===== src/rtl/ibpr_pkg.sv =====
// Shared types, constants and register codes of the isolated black pixel removal unit.
package ibpr_pkg;

    localparam int MAX_WIDTH = 1024;
    localparam int COL_W = $clog2(MAX_WIDTH);

    localparam int FRAME_WIDTH_W = 11;
    localparam int FRAME_HEIGHT_W = 16;
    localparam int THRESH_W = 4;
    localparam int PIXEL_W = 24;

    // Width comparisons need room for MAX_WIDTH itself and for the register value.
    localparam int CMP_W = (COL_W + 1 > FRAME_WIDTH_W) ? COL_W + 1 : FRAME_WIDTH_W;

    localparam int CFG_IDX_W = 2;
    localparam int CFG_DATA_W = 16;

    localparam logic [CFG_IDX_W-1:0] REG_FRAME_WIDTH = 2'd0;
    localparam logic [CFG_IDX_W-1:0] REG_FRAME_HEIGHT = 2'd1;
    localparam logic [CFG_IDX_W-1:0] REG_WHITE_THRESHOLD = 2'd2;

    localparam logic [FRAME_WIDTH_W-1:0] FRAME_WIDTH_RESET = 11'd640;
    localparam logic [FRAME_HEIGHT_W-1:0] FRAME_HEIGHT_RESET = 16'd480;
    localparam logic [THRESH_W-1:0] WHITE_THRESHOLD_RESET = 4'd5;

    localparam logic [PIXEL_W-1:0] PIXEL_WHITE = 24'hFF_FFFF;
    localparam logic [PIXEL_W-1:0] PIXEL_BLACK = 24'h00_0000;

    // Line buffer entry: whiteness of row r-2 above the pixel of row r-1.
    localparam int LINE_W = PIXEL_W + 1;

    localparam int FIFO_DEPTH = 4;
    localparam int FIFO_PTR_W = $clog2(FIFO_DEPTH);

    typedef logic [PIXEL_W-1:0] pixel_t;

    // Everything about one accepted item that does not depend on the line buffer.
    typedef struct packed {
        logic [COL_W-1:0] col;
        pixel_t           px;
        logic             primed;
        logic             interior;
        logic             last;
    } item_t;

    typedef struct packed {
        pixel_t px;
        logic   last;
    } result_t;

endpackage


===== src/rtl/ibpr_out_fifo.sv =====
// Small output queue that decouples the window stage from the result channel.
module ibpr_out_fifo import ibpr_pkg::*; (
    input  logic                aclk,
    input  logic                aresetn,
    input  logic                push,
    input  result_t             push_data,
    output logic [FIFO_PTR_W:0] count_o,
    output logic                m_tvalid,
    input  logic                m_tready,
    output logic [PIXEL_W-1:0]  m_tdata,
    output logic                m_tlast
);

    result_t                entries_reg [FIFO_DEPTH];
    logic [FIFO_PTR_W-1:0]  wr_ptr_reg, rd_ptr_reg;
    logic [FIFO_PTR_W:0]    count_reg, count_next;
    logic                   pop;

    assign pop = m_tvalid && m_tready;

    always_comb begin
        count_next = count_reg;
        if (push && !pop) begin
            count_next = count_reg + (FIFO_PTR_W+1)'(1);
        end else if (pop && !push) begin
            count_next = count_reg - (FIFO_PTR_W+1)'(1);
        end
    end

    always_ff @(posedge aclk) begin
        if (push) begin
            entries_reg[wr_ptr_reg] <= push_data;
        end
    end

    always_ff @(posedge aclk) begin
        if (!aresetn) begin
            wr_ptr_reg <= '0;
            rd_ptr_reg <= '0;
            count_reg <= '0;
        end else begin
            if (push) begin
                wr_ptr_reg <= wr_ptr_reg + FIFO_PTR_W'(1);
            end
            if (pop) begin
                rd_ptr_reg <= rd_ptr_reg + FIFO_PTR_W'(1);
            end
            count_reg <= count_next;
        end
    end

    assign m_tvalid = count_reg != '0;
    assign m_tdata = entries_reg[rd_ptr_reg].px;
    assign m_tlast = entries_reg[rd_ptr_reg].last;
    assign count_o = count_reg;

`ifndef SYNTH
    a_no_overflow: assert property (@(posedge aclk) disable iff (!aresetn)
        push |-> (count_reg < (FIFO_PTR_W+1)'(FIFO_DEPTH)))
        else $error("result queue written while full");
`endif

endmodule


===== config.mk =====
export PLATFORM = sky130hd
export DESIGN_NAME = ibpr_out_fifo
export DESIGN_NICKNAME = d
export VERILOG_FILES = /design/src/rtl/ibpr_pkg.sv /design/src/rtl/ibpr_out_fifo.sv
export SDC_FILE = /design/constraint.sdc
export NUM_CORES = 1
export LEC_CHECK = 0
export BUFFER_PORTS_ARGS = -buffer_cell sky130_fd_sc_hd__buf_2
export CAP_MARGIN = 20
export CORE_ASPECT_RATIO = 1.1
export CORE_MARGIN = 1.5
export CORE_UTILIZATION = 25
export DETAILED_ROUTE_END_ITERATION = 7
export HOLD_SLACK_MARGIN = 0.03
export PLACE_DENSITY = 0.45
export SYNTH_ARGS = -nofsm -noshare
export SYNTH_HDL_FRONTEND = slang
export SYNTH_SLANG_ARGS = --single-unit

===== constraint.sdc =====
create_clock -name aclk -period 2 [get_ports aclk]
set_clock_uncertainty 0.05 [all_clocks]
set_input_delay 0.4 -clock aclk [delete_from_list [all_inputs] [get_ports aclk]]
set_output_delay 0.4 -clock aclk [all_outputs]
set_load 0.03 [all_outputs]

Word level (Yosys, flattened, before mapping)
Memories as Yosys holds them, arrays and structs flattened. A register that Yosys moved wholly into a read port is not among the register bits.
Cells that the tools add are included.
{"block": "word_totals", "register_bits": 7, "mem_bits_rw": 100, "out_inout_bits": 29, "wordCells": 21, "mem_count": 1}
{"memory": "entries_reg", "depth": 4, "word_bits": 25, "rd": 1, "rd_clocked_by_memory_dff": 1, "wr": 1, "line": "ibpr_out_fifo.sv:14", "rtl": "result_t entries_reg [FIFO_DEPTH];"}
{"block": "op_classes", "add_sub_neg": 4, "muxes": 6, "n_reduce_logical": 7}
{"operator": "3-bit two-way mux", "count": 2}
{"operator": "2-bit by 1-bit adder with 2-bit output (second input constant)", "count": 2}
{"operator": "2-bit two-way mux", "count": 2}
{"operator": "3-bit by 1-bit adder with 3-bit output (second input constant)", "count": 1}
{"operator": "1-bit logical AND", "count": 3}
{"operator": "3-bit nonzero test", "count": 1}
{"operator": "3-bit by 1-bit subtractor with 3-bit output (second input constant)", "count": 1}
{"operator": "1-bit logical NOT", "count": 2}
{"operator": "1-bit two-way mux", "count": 2}
{"operator": "2-bit nonzero test", "count": 1}

Logic depth before layout (Yosys ltp)
Gate-level depths: netlist of the first run.
{"block": "depth", "ltp_word": 5, "mapped_depth": 7, "depth_no_buf": 7}

Worst setup path after synthesis of the first run
No wires, ideal clock.
{"block": "synth_path", "path_kind": "reg-to-reg", "from": "register count_reg[1] (netlist: count_o[1])", "to": "register count_reg[2] (netlist: count_o[2])", "setup_ns": 0.076, "arrival_time_ns": 1.974, "required_time_ns": 1.874, "path_slack_ns": -0.100, "stages_incl_launch_ff": 8, "n_path_buf": 0, "path_cell_list": "dfxtp_1 -> o31ai_4 -> ha_1 -> inv_1 -> fa_1 -> xor2_1 -> or3_1 -> a21boi_0"}
{"block": "synth_between", "elab_chain_cells": 5}
{"element": "start: declaration", "line": "ibpr_out_fifo.sv:16", "rtl": "logic [FIFO_PTR_W:0] count_reg, count_next;"}
{"element": "start signal: assignment", "line": "ibpr_out_fifo.sv:48", "rtl": "count_reg <= count_next;"}
{"element": "branches (longest 5 deep; another with 3-bit by 1-bit subtractor with 3-bit output)"}
Several ways; the timed one is not identified. The select of a mux whose other input is x is not followed.
A chain may end at the register's enable or synchronous reset.

==> flow_summary.ini, run 1 <==
[run_status]
status = finished with violations
violations = negative setup slack

[sta]
relSlewSlack_pct = 79.2
whs_ns = 0.204
setup_viol = 25
fin_crit_ns = 2.09
rsz0062_at_grt = yes
fmax_ghz = 0.479
worst_pin_slew_ns = 0.312
fin_ws_ns = -0.0865
fin_crit_sh_pct = 104
setup_tns_ns = -1.05
slew_viol_final = 0
hold_violations = 0

[detailed_routing]
num_vias = 1910
ant_nets = 0
wire_per_inst_um = 17.1
drtPass1Iterations = 3
initialDrtViolationCount = 70
avgViaCountPerCell = 4.15
drt_drc_violations_left = 0
wl_mm = 7.85

[placed_design]
hpwlAfterDp_mm = 4.90
io_buffers = 57
place_congestion = 0.654
dp_cells = 441

[die]
fp.dieW_um = 125
coreArea_um2 = 16200
num_io_pins = 58
initial_core_util_pct = 25.4
die_area_um2 = 17300
dieHeight_um = 138
rows = 49

[synthesis]
ys.flop_type = edfxtp_1
yosysWarnings = 0
synth_seq_area_share_pct = 77.3
yosysUniqueCellTypes = 21
syn-cell-area_um2 = 4120
synth_edf_count = 100
async_reset_ff_share_pct = 0
avgSynthCellArea_um2 = 23.8
synth_fp_nets = 208
synth_cells = 173
ys_ff_latch = 109

[clock_tree]
numCtsBuffers = 9
cts_num_sinks = 109
cts_tree = yes
htreeDepth = 3
clk_latency_ns = 0.36
cts_root_buf = clkbuf_16
clkTransAtPathRegs_ns = 0.08
clk_path_buf_depth = 2

[setup_path]
start_kind = flop
cp_max_fo = 12
critPathArrivalTime_ns = 1.64
crit_type = flop to output pin
cp-end-kind = output pin
worstPathRequired_ns = 1.55

[cells_and_area]
n_fill_cell = 1571
stdcell_count = 460
utilization_pct = 32.4
area_delta_synth_final_pct = 27.7
antenna_cells = 0
final_nets = 286
drive_above_1_share_pct = 49.6
largest_reg_flops = 100

[power_and_ir_drop]
peakVddDrop_mv = 0.488
leakagePower_nw = 1.79
power_mw = 6.80
power_density_nw_per_um2 = 1290

[grt]
grt_pass1_vias = 2091
grt_start_max_net_pins = 26
grt.total_usage_pct = 9.83
antenna_found_initial = 0
grt_overflow = 0
grt_pass1_wl_mm = 12.0

[flow_run]
drv_cap = 0

[min_path]
hp-class = input pin to flop
-- cell usage after synthesis (2+ instances only) --
| cell | n | area (um2) |
|---|---|---|
| buf_2 | 2 | 10.0 |
| mux4_1 | 5 | 131 |
| mux2i_1 | 2 | 20.0 |
| nor2b_1 | 2 | 12.5 |
| xnor2_1 | 3 | 26.3 |
| xor2_1 | 2 | 17.5 |
| dfxtp_1 | 9 | 180 |
| inv_1 | 3 | 11.3 |
| buf_12 | 2 | 40.0 |
| mux4_2 | 20 | 450 |
| or3_1 | 2 | 12.5 |
| edfxtp_1 | 100 | 3000 |
| and2_1 | 9 | 56.3 |
| ha_1 | 5 | 62.6 |
-- routing by layer --
layer	GRT usage [%]	vias to the layer above	wire length, um
met5	0	-	0
li1	-	866	-
met2	15.7	41	3860
met1	11.9	991	3460
met3	3.69	12	381
met4	4.36	0	146
-- power breakdown --
part,internal (mW),switching [mW],total [mW]
Combinational,1.05,1.08,2.14
Sequential,2.66,0.0842,2.74
Clock,1.10,0.812,1.92
Total,4.81,1.98,6.80
-- stage by stage --
| step | instance area, um2 | worst slack, ns |
|---|---|---|
| global placement | 4760 | 0.0303 |
| detailed placement | 4760 | -0.0104 |
| CTS | 5290 | -0.139 |
| floorplan | 4130 | 0.00813 |
| global route | 5260 | -0.141 |
| finish | 5260 | -0.0865 |
-- kinds of logic after synthesis --
kind of cell | Yosys count | synth area share [%]
muxes | 27 | 14.6
DFF | 109 | 77.3
buffers and inverters | 9 | 1.88
AOI/OAI and AO/OA | 4 | 1.21
adders and majority gates | 6 | 2.00
xor gates and xnor gates | 5 | 1.06
and+or+nand+nor | 13 | 1.97
-- final timing paths --
check	slack, ns	from	to	cells past startpoint
setup / recovery	-0.09	flop	m_tdata[18]	3
hold reg to reg	0.48	count_o[2]$_SDFFE_PN0P_	count_o[2]$_SDFFE_PN0P_	2
hold / removal	0.20	push_data[24]	entries_reg[1][24]$_DFFE_PP_	1
setup reg to reg	0.08	count_o[1]$_SDFFE_PN0P_	count_o[2]$_SDFFE_PN0P_	7
-- final cells by class --
cell class / instances / area (um2) / share of cell area (%)
timing repair buffer: 73 / 624 / 11.9
inverter: 3 / 11.3 / 0.214
clock buffer: 9 / 225 / 4.28
clock inverter: 7 / 98.8 / 1.88
tap: 204 / 255 / 4.85
multi-input combinational: 55 / 851 / 16.2
sequential: 109 / 3200 / 60.7
-- cells in the final DEF, fill, tap and decap left out, types with 3 or more instances in the layout --
master,n
buf_6,25
ha_1,4
mux4_2,25
buf_2,32
clkbuf_16,9
dfxtp_1,4
and2_2,4
xnor2_1,3
buf_4,11
and2_1,5
buf_12,5
edfxtp_1,100
inv_1,3
dfxtp_4,3
-- repair_timing --
item                                    in CTS  in global routing
hold buffers                                 0                  0
gates resized for setup                     59                  1
endpoints found under the setup margin      26                 26
buffers inserted                             3                  0
cloned                                       1                  0
pin swaps                                    2                  2
-- worst max-delay path: stages, from the launching register on --
cell     delay (ns)
dfxtp_4        0.40
buf_12         0.17
mux4_2         0.54
buf_6          0.16
No activity file was read; power rests on OpenSTA's default activity.
==> run 2: changes to the inputs <==
Settings changed: GPL_TIMING_DRIVEN set to 1, RECOVER_POWER set to 50.
==> run 2 against run 1 <==
Effect of this change:
- the run still ends with negative setup slack left
- cell area decreased by 0.74%
- via count decreased by 0.16%
- sequential share of layout area increased by 0.45 points
- sequential power about the same
- power decreased by 0.27%
- flip-flop and latch count unchanged
==> flow_summary.ini, run 2 (synthesis gave the netlist of run 1 again) <==
[die]
fp.dieW_um = 125
rows = 49
coreArea_um2 = 16200
dieHeight_um = 138
num_io_pins = 58
die_area_um2 = 17300
initial_core_util_pct = 25.4

[power_and_ir_drop]
power_density_nw_per_um2 = 1300
p_int_mw = 4.80
switchingPower_mw = 1.97
leakagePower_nw = 1.72
swShare_pct = 29.1
seq_power_share_pct = 40.4
p_comb_share_pct = 31.4
power_mw = 6.78
p_clk_share_pct = 28.2
peakVddDrop_mv = 0.487

[clock_tree]
clk_path_buf_depth = 2
clk_latency_ns = 0.36
cts_root_buf = clkbuf_16
clkTransAtPathRegs_ns = 0.07
cts_num_sinks = 109
numCtsBuffers = 9
cts_tree = yes
htreeDepth = 3

[cells_and_area]
area_delta_synth_final_pct = 26.8
antenna_cells = 0
final_cell_mix = edfxtp_1, mux4_2, clkbuf_1, buf_6, buf_4
largest_reg_flops = 100
final_common_cell = edfxtp_1
final_nets = 286
final_cell_area_um2 = 5220
drive_above_1_share_pct = 39.5

[placed_design]
place_congestion = 0.654
hpwlAfterDp_mm = 4.90
placed_area_um2 = 4760
io_buffers = 57

[setup_path]
crit_type = flop to output pin
cp_max_fo = 12
max_stage_delay_ns = 0.54
slowest_stage = mux4_2
worstPathRequired_ns = 1.55
cp-end-kind = output pin
start_kind = flop
path_cells = buf_12 > mux4_2 > buf_6
critPathArrivalTime_ns = 1.64

[run_status]
violations = negative setup slack
status = finished with violations

[grt]
grt.total_usage_pct = 9.83
grt_overflow = 0
grt_pass1_wl_mm = 12.0
antenna_found_initial = 0
grt_pass1_vias = 2091
met3_usage_pct = 3.69
grt_start_max_net_pins = 26
busiest_layer = met2
grt_use_met2_pct = 15.7
met1_usage_pct = 11.9

[sta]
fin_ws_ns = -0.0851
fmax_ghz = 0.480
slew_viol_final = 0
worst_pin_slew_ns = 0.459
setup_viol = 25
hold_violations = 0
fin_crit_sh_pct = 104
whs_ns = 0.252
relSlewSlack_pct = 69.0
fin_crit_ns = 2.09
rsz0062_at_grt = yes

[min_path]
hp-class = input pin to flop

[flow_run]
drv_cap = 0

[detailed_routing]
initialDrtViolationCount = 74
num_vias = 1907
wl_mm = 7.88
ant_nets = 0
wire_per_inst_um = 17.1
avgViaCountPerCell = 4.15
drtPass1Iterations = 3
drt_drc_violations_left = 0
run 2: cell count changes in the layout (fill, tap and decap cells not counted):
cell / delta
buf_2: -25
clkbuf_1: +25
buf_4: -1
and2_1: -3
o311ai_0: +1
o311ai_2: -1
clkbuf_4: +1
and2_0: +3
run 2: area by class of cell:
class                   count  area [um2]
inverters                   3        11.3
clock buffers               9         225
repair buffers             73         593
multi-input cells          55         843
well taps                 204         255
clock inverters             7        98.8
flip-flops and latches    109        3200
fillers                  1583       11000
run 2: through the flow:
step | setup slack (ns) | util [%] | TNS (ns) | cells
6_report | -0.0851 | 32.2 | -1.03 | 460
3_5_place_dp | -0.0104 | 29.3 | -0.0104 | 441
2_1_floorplan | 0.00813 | - | 0 | 173
5_1_grt | -0.141 | 32.2 | -2.49 | 460
4_1_cts | -0.139 | 32.5 | -2.51 | 461
3_3_place_gp | 0.0303 | 29.3 | 0 | 441
run 2: worst max-delay path, delay by kind of cell (launching register included):
kind / cells / cell delay (ns)
DFF: 1 / 0.40
buffers and inverters: 2 / 0.33
muxes: 1 / 0.54
run 2: routing by layer:
| layer | share of wire [%] | wire, um |
|---|---|---|
| met2 | 49 | 3860 |
| met1 | 44 | 3490 |
| met5 | 0 | 0 |
| met4 | 1.9 | 146 |
| met3 | 4.8 | 380 |
run 2: power groups by stage:
| stage | clock network (mW) | registers [mW] | logic (mW) |
|---|---|---|---|
| floorplan | 0 | 2.81 | 1.30 |
| CTS | 1.99 | 2.74 | 2.27 |
| global route | 2.07 | 2.75 | 2.28 |
| finish | 1.91 | 2.74 | 2.13 |
| global placement | 0 | 2.77 | 1.83 |
| detailed placement | 0 | 2.78 | 1.83 |
run 2: final timing paths:
| kind | from | end | slack, ns | cells after the start |
|---|---|---|---|---|
| worst max register to register | count_o[1]$_SDFFE_PN0P_ | count_o[2]$_SDFFE_PN0P_ | 0.09 | 7 |
| worst min-delay path | push_data[24] | entries_reg[1][24]$_DFFE_PP_ | 0.25 | 1 |
| worst min register to register | count_o[2]$_SDFFE_PN0P_ | count_o[2]$_SDFFE_PN0P_ | 0.48 | 2 |
| worst max-delay path | flop | m_tdata[18] | -0.09 | 3 |
run 2: timing repair:
action,4_1_cts,5_1_grt
resized for setup,59,1
cloned,1,0
pin swaps,2,2
endpoints found under the setup margin,26,26
setup buffers,3,0
hold buffers,0,0
