**src/rtl/ibpr_pkg.sv**
```systemverilog
// Shared types, constants and register codes of the isolated black pixel removal unit.
package ibpr_pkg;

    localparam int MAX_WIDTH = 1024;
    localparam int COL_W = $clog2(MAX_WIDTH);

    localparam int FRAME_WIDTH_W = 11;
    localparam int FRAME_HEIGHT_W = 16;
    localparam int THRESH_W = 4;
    localparam int PIXEL_W = 24;

    // Width comparisons need room for MAX_WIDTH itself and for the register value.
    localparam int CMP_W = (COL_W + 1 > FRAME_WIDTH_W) ? COL_W + 1 : FRAME_WIDTH_W;

    localparam int CFG_IDX_W = 2;
    localparam int CFG_DATA_W = 16;

    localparam logic [CFG_IDX_W-1:0] REG_FRAME_WIDTH = 2'd0;
    localparam logic [CFG_IDX_W-1:0] REG_FRAME_HEIGHT = 2'd1;
    localparam logic [CFG_IDX_W-1:0] REG_WHITE_THRESHOLD = 2'd2;

    localparam logic [FRAME_WIDTH_W-1:0] FRAME_WIDTH_RESET = 11'd640;
    localparam logic [FRAME_HEIGHT_W-1:0] FRAME_HEIGHT_RESET = 16'd480;
    localparam logic [THRESH_W-1:0] WHITE_THRESHOLD_RESET = 4'd5;

    localparam logic [PIXEL_W-1:0] PIXEL_WHITE = 24'hFF_FFFF;
    localparam logic [PIXEL_W-1:0] PIXEL_BLACK = 24'h00_0000;

    // Line buffer entry: whiteness of row r-2 above the pixel of row r-1.
    localparam int LINE_W = PIXEL_W + 1;

    localparam int FIFO_DEPTH = 4;
    localparam int FIFO_PTR_W = $clog2(FIFO_DEPTH);

    typedef logic [PIXEL_W-1:0] pixel_t;

    // Everything about one accepted item that does not depend on the line buffer.
    typedef struct packed {
        logic [COL_W-1:0] col;
        pixel_t           px;
        logic             primed;
        logic             interior;
        logic             last;
    } item_t;

    typedef struct packed {
        pixel_t px;
        logic   last;
    } result_t;

endpackage

```
**src/rtl/ibpr_ctrl.sv**
```systemverilog
// Configuration registers and the raster position counters of input and output.
module ibpr_ctrl import ibpr_pkg::*; (
    input  logic                  aclk,
    input  logic                  aresetn,
    input  logic                  cfg_wr_en,
    input  logic [CFG_IDX_W-1:0]  cfg_index,
    input  logic [CFG_DATA_W-1:0] cfg_wdata,
    input  logic                  accept,
    input  pixel_t                in_px,
    input  logic                  in_drain,
    output item_t                 item_o,
    output logic [THRESH_W-1:0]   threshold_o
);

    logic [FRAME_WIDTH_W-1:0]  frame_width_reg;
    logic [FRAME_HEIGHT_W-1:0] frame_height_reg;
    logic [THRESH_W-1:0]       threshold_reg;

    logic [COL_W-1:0]          in_col_reg, in_col_next;
    logic [1:0]                in_row_reg, in_row_next;
    logic [COL_W-1:0]          out_col_reg, out_col_next;
    logic [FRAME_HEIGHT_W-1:0] out_row_reg, out_row_next;

    logic [CMP_W-1:0]          w_eff;
    logic [FRAME_HEIGHT_W:0]   h_eff;
    logic [COL_W-1:0]          col, oc;
    logic [CMP_W-1:0]          col_inc, oc_inc;
    logic [FRAME_HEIGHT_W:0]   orow_inc;
    logic                      col_wrap, oc_wrap, primed, last, interior;

    always_ff @(posedge aclk) begin
        if (!aresetn) begin
            frame_width_reg <= FRAME_WIDTH_RESET;
            frame_height_reg <= FRAME_HEIGHT_RESET;
            threshold_reg <= WHITE_THRESHOLD_RESET;
        end else if (cfg_wr_en) begin
            unique case (cfg_index)
                REG_FRAME_WIDTH: frame_width_reg <= cfg_wdata[FRAME_WIDTH_W-1:0];
                REG_FRAME_HEIGHT: frame_height_reg <= cfg_wdata[FRAME_HEIGHT_W-1:0];
                REG_WHITE_THRESHOLD: threshold_reg <= cfg_wdata[THRESH_W-1:0];
                default: ;
            endcase
        end
    end

    always_comb begin
        if (frame_width_reg == '0) begin
            w_eff = CMP_W'(1);
        end else if (CMP_W'(frame_width_reg) > CMP_W'(MAX_WIDTH)) begin
            w_eff = CMP_W'(MAX_WIDTH);
        end else begin
            w_eff = CMP_W'(frame_width_reg);
        end
        h_eff = (frame_height_reg == '0) ? (FRAME_HEIGHT_W+1)'(1)
                                         : {1'b0, frame_height_reg};

        col = (CMP_W'(in_col_reg) >= w_eff) ? '0 : in_col_reg;
        col_inc = CMP_W'(col) + CMP_W'(1);
        col_wrap = col_inc >= w_eff;
        primed = (in_row_reg >= 2'd2) || (in_row_reg == 2'd1 && col != '0);

        oc = (CMP_W'(out_col_reg) >= w_eff) ? '0 : out_col_reg;
        oc_inc = CMP_W'(oc) + CMP_W'(1);
        oc_wrap = oc_inc >= w_eff;
        orow_inc = {1'b0, out_row_reg} + (FRAME_HEIGHT_W+1)'(1);
        last = (orow_inc >= h_eff) && oc_wrap;
        interior = (out_row_reg != '0) && (orow_inc < h_eff) && (oc != '0) && !oc_wrap;

        in_col_next = col_wrap ? '0 : col_inc[COL_W-1:0];
        in_row_next = (col_wrap && in_row_reg != 2'd2) ? in_row_reg + 2'd1 : in_row_reg;
        out_col_next = out_col_reg;
        out_row_next = out_row_reg;
        if (primed) begin
            if (last) begin
                in_col_next = '0;
                in_row_next = '0;
                out_col_next = '0;
                out_row_next = '0;
            end else if (oc_wrap) begin
                out_col_next = '0;
                out_row_next = orow_inc[FRAME_HEIGHT_W-1:0];
            end else begin
                out_col_next = oc_inc[COL_W-1:0];
            end
        end
    end

    always_ff @(posedge aclk) begin
        if (!aresetn) begin
            in_col_reg <= '0;
            in_row_reg <= '0;
            out_col_reg <= '0;
            out_row_reg <= '0;
        end else if (accept) begin
            in_col_reg <= in_col_next;
            in_row_reg <= in_row_next;
            out_col_reg <= out_col_next;
            out_row_reg <= out_row_next;
        end
    end

    // A drain item enters the window as a black pixel.
    assign item_o.col = col;
    assign item_o.px = in_drain ? PIXEL_BLACK : in_px;
    assign item_o.primed = primed;
    assign item_o.interior = interior;
    assign item_o.last = last;
    assign threshold_o = threshold_reg;

`ifndef SYNTH
    a_frame_end_clears: assert property (@(posedge aclk) disable iff (!aresetn)
        (accept && primed && last) |=> (in_col_reg == '0 && in_row_reg == '0 &&
                                        out_col_reg == '0 && out_row_reg == '0))
        else $error("counters not cleared after the last item of a frame");
`endif

endmodule

```
**config.mk**
```make
export PLATFORM = sky130hd
export DESIGN_NAME = ibpr_ctrl
export DESIGN_NICKNAME = d
export VERILOG_FILES = /design/src/rtl/ibpr_pkg.sv /design/src/rtl/ibpr_ctrl.sv
export SDC_FILE = /design/constraint.sdc
export NUM_CORES = 1
export LEC_CHECK = 0
export BUFFER_PORTS_ARGS = -buffer_cell sky130_fd_sc_hd__buf_4
export CAP_MARGIN = 20
export CORE_UTILIZATION = 40
export CTS_CLUSTER_DIAMETER = 150
export CTS_CLUSTER_SIZE = 30
export DETAILED_ROUTE_END_ITERATION = 16
export GPL_ROUTABILITY_DRIVEN = 0
export SYNTH_ARGS = -nofsm -noshare
export SYNTH_HDL_FRONTEND = slang
export SYNTH_SLANG_ARGS = --single-unit
```
**constraint.sdc**
```tcl
create_clock -name aclk -period 12.8 [get_ports aclk]
set_input_delay 1.28 -clock aclk [delete_from_list [all_inputs] [get_ports aclk]]
set_output_delay 1.28 -clock aclk [all_outputs]
set_load 0.1 [all_outputs]
```
---- Word-level counts from Yosys, hierarchy flattened ----
Cells that the tools add are included.
cells by class
  add/subtract/negate cells ............... 4
  $mul .................................... 0
  divide/modulo/power cells ............... 0
  order comparisons ....................... 8
  equality and inequality tests ........... 4
  shifts and indexed selects .............. 0
  mux-type cells .......................... 16
  bitwise gates (word level) .............. 0
  reductions and logical operators ........ 20
operator list
  cell                                                             count
  10-bit 2-to-1 mux                                                7
  16-bit 2-to-1 mux                                                3
  24-bit 2-to-1 mux                                                1
  10-bit by 1-bit adder with 11-bit output, second input constant  2
  10-bit by 11-bit >= comparator with 1-bit output                 2
  11-bit >= comparator                                             2
  11-bit 2-to-1 mux                                                2
  10-bit nonzero test                                              2
  16-bit by 1-bit adder with 17-bit output, second input constant  1
  17-bit by 16-bit >= comparator with 1-bit output                 1
  17-bit by 16-bit < comparator with 1-bit output                  1
  16-bit logical NOT                                               1
  16-bit nonzero test                                              1
  11-bit greater-than comparator, second input constant            1
  11-bit logical NOT                                               1
  2-bit AND reduction                                              4
  1-bit logical AND                                                6
  2-bit 2-to-1 mux                                                 3
  2-bit by 1-bit == test with 1-bit output, second input constant  2
  3-bit AND reduction                                              1
  2-bit by 1-bit adder with 2-bit output, second input constant    1
  2-bit == test, second input constant                             1
  2-bit >= comparator, second input constant                       1
  2-bit logical NOT                                                1
  other kinds (4)                                                  4
storage, ports and cells
  flip-flop bits (word level) ............. 69
  latch bits .............................. 0
  RAM bits ................................ 0
  memory bits (read-only) ................. 0
  input port bits ......................... 47
  output and inout bits ................... 41
  word-level logic and storage cells ...... 59
  memories kept ........................... 0

---- Logic depth before layout (Yosys ltp) ----
  depth after elaboration ................. 11
  depth in mapped cells ................... 28
  depth with buffers taken out ............ 24

---- Worst setup path after synthesis ----
OpenSTA, ideal clock, no wires.
  path type ............................... reg-to-output
  start ................................... reg frame_width_reg[10]
  end ..................................... out item_o[1] in the netlist's numbering
  data arrival time ....................... 5.051 ns
  required time ........................... 11.520 ns
  setup slack ............................. 6.469 ns
  cell stages (with the launch flop) ...... 25
  buffers on the path ..................... 5
  path through ............................ dfxtp_1 > inv_1 > clkbuf_1 > nand2_1 > ha_1 > nand4_1 > o311a_1 > nor3_1 > clkbuf_1 > clkbuf_1 > nand2b_1 > inv_1 > ha_1 > nand3_1 > nor2_1 > xnor2_1 > nor2_1 > ha_1 > a2111oi_0 > o21ai_1 > a21oi_1 > o31ai_1 > clkbuf_1 > a2111oi_0 > buf_4
on the way
  word-level cells in the longest chain between the ends .. 9
  elaborated cells on any way between the ends .. 12
  classes of those cells .................. add/sub (1); order compare (3); mux (3); reduce/logical (5)
RTL lines
  item                                              RTL line         text
  from (decl)                                       ibpr_ctrl.sv:15  logic [FRAME_WIDTH_W-1:0] frame_width_reg;
  from (signal assigned)                            ibpr_ctrl.sv:38  REG_FRAME_WIDTH: frame_width_reg <= cfg_wdata[FRAME_WIDTH_W-1:0];
  11-bit greater-than comparator                    ibpr_ctrl.sv:49  end else if (CMP_W'(frame_width_reg) > CMP_W'(MAX_WIDTH)) begin
  11-bit 2-to-1 mux                                 ibpr_ctrl.sv:49
  11-bit 2-to-1 mux (*)                             ibpr_ctrl.sv:47  if (frame_width_reg == '0) begin
  10-bit by 11-bit >= comparator with 1-bit output  ibpr_ctrl.sv:62  oc = (CMP_W'(out_col_reg) >= w_eff) ? '0 : out_col_reg;
  10-bit 2-to-1 mux                                 ibpr_ctrl.sv:62
  10-bit by 1-bit adder with 11-bit output          ibpr_ctrl.sv:63  oc_inc = CMP_W'(oc) + CMP_W'(1);
  11-bit >= comparator                              ibpr_ctrl.sv:64  oc_wrap = oc_inc >= w_eff;
  1-bit logical NOT                                 ibpr_ctrl.sv:67  interior = (out_row_reg != '0) && (orow_inc < h_eff) && (oc != '0) && !oc_wrap;
  1-bit logical AND (*)                             ibpr_ctrl.sv:67
  to (decl)                                         ibpr_ctrl.sv:11  output item_t item_o,
Mark *: on every way between the ends. The rest lies on a longest branch, timed or not.

==> impl_summary.txt <==
----------------------------------------------------
[Setup path]
  Critical path class ... register to primary output
  Master of the slowest instance on the critical path ... a2111oi_0
  Data arrival at the endpoint of the critical path ... 5.73 ns
  Worst path most repeated cell ... ha_1
  Critical Path Fanout Max ... 17
  Kind of end point of the critical path ... primary output
  Worst endpoint required time ... 11.52 ns
  Critical path's top delay family ... compound AO/OA/AOI/OAI gates
  Number of buffers and inverters on the critical path ... 5
  Startpoint type of the worst setup path ... register
  Critical Path, Cell by Cell ... inv_1 > nand2_1 > ha_1 > a21o_1 > a211oi_1 > o311a_1 > nor3_2 > buf_6 > nand2b_1 > inv_1 > ha_1 > nand3_1 > nor2_1 > nand3_1 > xor2_1 > nor2_1 > ha_1 > a2111oi_0 > o21ai_1 > a21oi_1 > o31ai_1 > buf_4 > a2111oi_0 > buf_4
  Slowest stage delay, CP ... 0.41 ns

[CTS]
  Number of CTS-inserted buffers ... 9
  Clock tree root driver cell ... clkbuf_16
  TritonCTS sink count ... 69
  Clock tree from TritonCTS ... built
  Hold-fix buffers, CTS ... 0
  H-tree lvl count ... 3
  Count of cells resized by post-cts repair ... 0
  Clock latency of the later-clocked register in the worst-skew pair ... 0.34 ns
  Deepest clock path buffer count ... 2
  Clock-pin slew on the worst setup and hold paths ... 0.06 ns
  Buffers inserted by post-CTS timing repair ... 0

[Yosys]
  #FFs+latches synth ... 69
  Synthesized-area fraction occupied by ao, oa, aoi and oai cells ... 18.1%
  Leading post-synthesis cells by cell area ... dfxtp_1 (26%), ha_1 (16%), nand2_1 (6.4%)
  Fraction of the yosys area taken by sequential cells ... 26.3%
  Number of unique standard cell types used by synthesis ... 61
  Most used DFF post-synth ... dfxtp_1
  Yosys top cell area share ... 26.3%
  Async set-or-reset flop fraction in the synthesized netlist ... 0%
  Basic-gate share of the synthesized area counting and, or, nand and nor cells ... 28.1%
  Share of synthesized area spent on multiplexers ... 0.761%
  Post-Synthesis Mean Instance Area ... 7.91 sq um
  Synth Cell Area ... 0.00526 sq mm
  Number of standard cells after synthesis ... 665
  Dominant combinational cell family by area after synthesis ... simple AND/OR/NAND/NOR gates
  Dominant cell type by area after synthesis ... dfxtp_1
  Number of warnings printed during yosys synthesis ... 0
  Synthesized Nets ... 778
  XOR/XNOR share of the synthesized area ... 5.33%
  Number of enable-type register cells in the synthesized netlist ... 0
  Adder-cell area share of the yosys netlist ... 15.7%

[Power and ir drop]
  Power Internal ... 0.405 mW
  Switching portion of total power ... 30.2%
  Worst voltage drop across the vdd grid ... 0.0587 mV
  Overall Power ... 0.580 mW
  Portion of total power attributed to combinational logic ... 17.8%
  Net Switching ... 0.175 mW
  Part of the power in registers ... 38.4%
  Power density cells ... 92.2 mW/mm^2
  Static leakage power ... 2.76 nW
  Clock share of power ... 43.8%

[Floorplan]
  Height of the die ... 117 um
  Die W ... 117 um
  Initial Util ... 41.3%
  Die footprint ... 0.0136 sq mm
  Standard-cell rows ... 41
  Placeable core region ... 0.0127 sq mm
  Count of boundary I/O pins ... 88

[STA]
  Worst-case headroom to the max-slew limit ... 43.2%
  Final Cycle Share ... 54.8%
  Slew at the pin closest to its max-slew limit ... 0.851 ns
  Worst clock skew ... 0.0107 ns
  Timing-limited maximum frequency ... 143 MHz
  Setup violators final ... 0
  Post-route minimum period ... 7.01 ns
  Total negative slack ... 0 ns
  Slew Limit Fails ... 0
  Hold Slack ... 0.477 ns
  Endpoints failing hold ... 0
  Setup repair after global routing missed its margin ... false

[Outcome]
  Outcome ... finished, final reports clean

[Routing]
  Iteration count of the initial detailed-routing pass ... 6
  Routed via count divided by cell count ... 5.46
  First-iteration detailed-routing DRC count ... 271
  Wire length after detailed routing ... 14,000 um
  DRC violation count after routing ... 0
  DR vias ... 4,960
  Final ANT Viol Nets ... 0
  Routed wire per std cell ... 15.4 um

[Finish]
  Final net count ... 845
  Register area ... 0.00138 sq mm
  Layout area overhead ... 19.6%
  Diode insertion count for antenna repair ... 0
  Combined area of the multi-input logic cells ... 0.00358 sq mm
  Filler cell count ... 1,283
  Fraction of layout instances using a drive strength above 1 ... 16.0%

[Job]
  Max Cap Viol ... 0

[Place]
  HPWL after DPL ... 10,600 um
  IO buf count ... 87

[Global route]
  First-pass GRT wire length ... 23,200 um
  Antenna violations before repair ... 0
  Via count of the first global-routing pass ... 4,761
  Grt ovf ... 0
  Maximum number of pins on one net before global-route repair ... 70
  Tot GR Track Use ... 21.8%

[Worst hold path]
  Worst min-delay path category ... register to register

----------------------------------------------------
==> worst reg2reg max path, delay by kind of cell, from the launching register on <==
| family | cells | cell delay [ns] |
|---|---|---|
| buffers and inverters | 4 | 0.74 |
| flip-flops | 1 | 0.36 |
| AND/OR/NAND/NOR | 8 | 1.80 |
| XOR/XNOR | 1 | 0.23 |
| adder cells (fa/ha/maj) | 3 | 0.79 |
| AO/OA/AOI/OAI | 9 | 1.78 |
==> final timing paths <==
check	startpoint	endpoint	slack, ns	cells past startpoint
worst min register to register	threshold_o[0]$_SDFFE_PN1P_	threshold_o[0]$_SDFFE_PN1P_	0.48	2
worst max register to register	frame_width_reg[10]$_SDFFE_PN0P_	in_col_reg[1]$_SDFFE_PN0P_	7.06	25
worst min-delay path	threshold_o[0]$_SDFFE_PN1P_	threshold_o[0]$_SDFFE_PN1P_	0.48	2
worst max-delay path	frame_width_reg[10]$_SDFFE_PN0P_	item_o[1]	5.79	24
==> cell type report <==
cell class	instances	share of cell area (%)
multi-input cells	527	56.9
well taps	172	3.42
repair buffers	92	11.0
inverters	33	1.97
clock buffers	10	3.64
flip-flops and latches	69	21.9
clock inverters	6	1.13
==> per-layer routing <==
metal	global-route usage [%]	up-vias	routed length (um)
li1	-	2495	-
met1	27.0	2348	6310
met2	38.4	100	6930
met3	3.79	17	522
met4	6.75	0	208
met5	0	-	0
==> metrics by stage <==
step	instance area, sq um	utilization (%)	worst slack (ns)	std cells
after floorplan	5260	-	6.47	665
after global placement	5980	47.0	6.00	891
after detailed placement	5980	47.0	5.89	891
after CTS	6280	49.3	5.47	907
after global routing	6290	49.5	5.30	909
final	6290	49.5	5.79	909
==> synth_stat cells, types with 3 or more instances <==
master	number
mux2i_1	4
dfxtp_1	69
nand3_1	41
nor2_1	43
nand3b_1	5
a22o_1	10
o31ai_1	3
and3_1	12
o21ai_0	18
nor3_1	13
ha_1	66
nand2_1	89
nand4_1	10
o21a_1	4
clkbuf_1	23
nor2b_1	33
nor3b_1	5
o41ai_1	3
xnor2_1	14
nor4_1	10
a211oi_1	8
or4_1	5
o211ai_1	7
a21boi_0	32
xor2_1	18
nand4b_1	4
o21ai_1	7
buf_4	3
a21boi_1	4
a2111oi_0	3
inv_1	33
nand2b_1	8
a21oi_1	18
buf_2	4
==> logic make-up after synthesis <==
logic type	Yosys count
compound gates	135
xor+xnor	32
fa+ha+maj	66
buf+inv	69
flops	69
mux	4
simple gates	290
==> power by group through the flow <==
stage          clock network, mW  logic, mW  registers, mW
5_1_grt                    0.270      0.111          0.223
4_1_cts                    0.262      0.103          0.223
3_3_place_gp                   0      0.102          0.227
2_1_floorplan                  0     0.0704          0.229
3_5_place_dp                   0      0.103          0.227
6_report                   0.254      0.103          0.223
==> cell usage in the layout, fill, tap and decap left out, types with 5 or more instances in the layout <==
cell type and count:
ha_1 66, nand3_1 41, nor3b_1 5, nor3_1 12
or4_1 5, buf_4 90, nor2b_1 33, inv_1 33
a22o_1 10, nand2b_1 8, nor4_1 10, nand2_1 89
o21ai_1 7, nand4_1 10, nor2_1 43, a21boi_0 32
dfxtp_1 69, a211oi_1 8, xor2_1 18, xnor2_1 14
o211ai_1 7, o21ai_0 18, clkbuf_16 9, and3_1 12
nand3b_1 5, a21oi_1 18
Note: power is estimated with default switching activity, not from simulation.
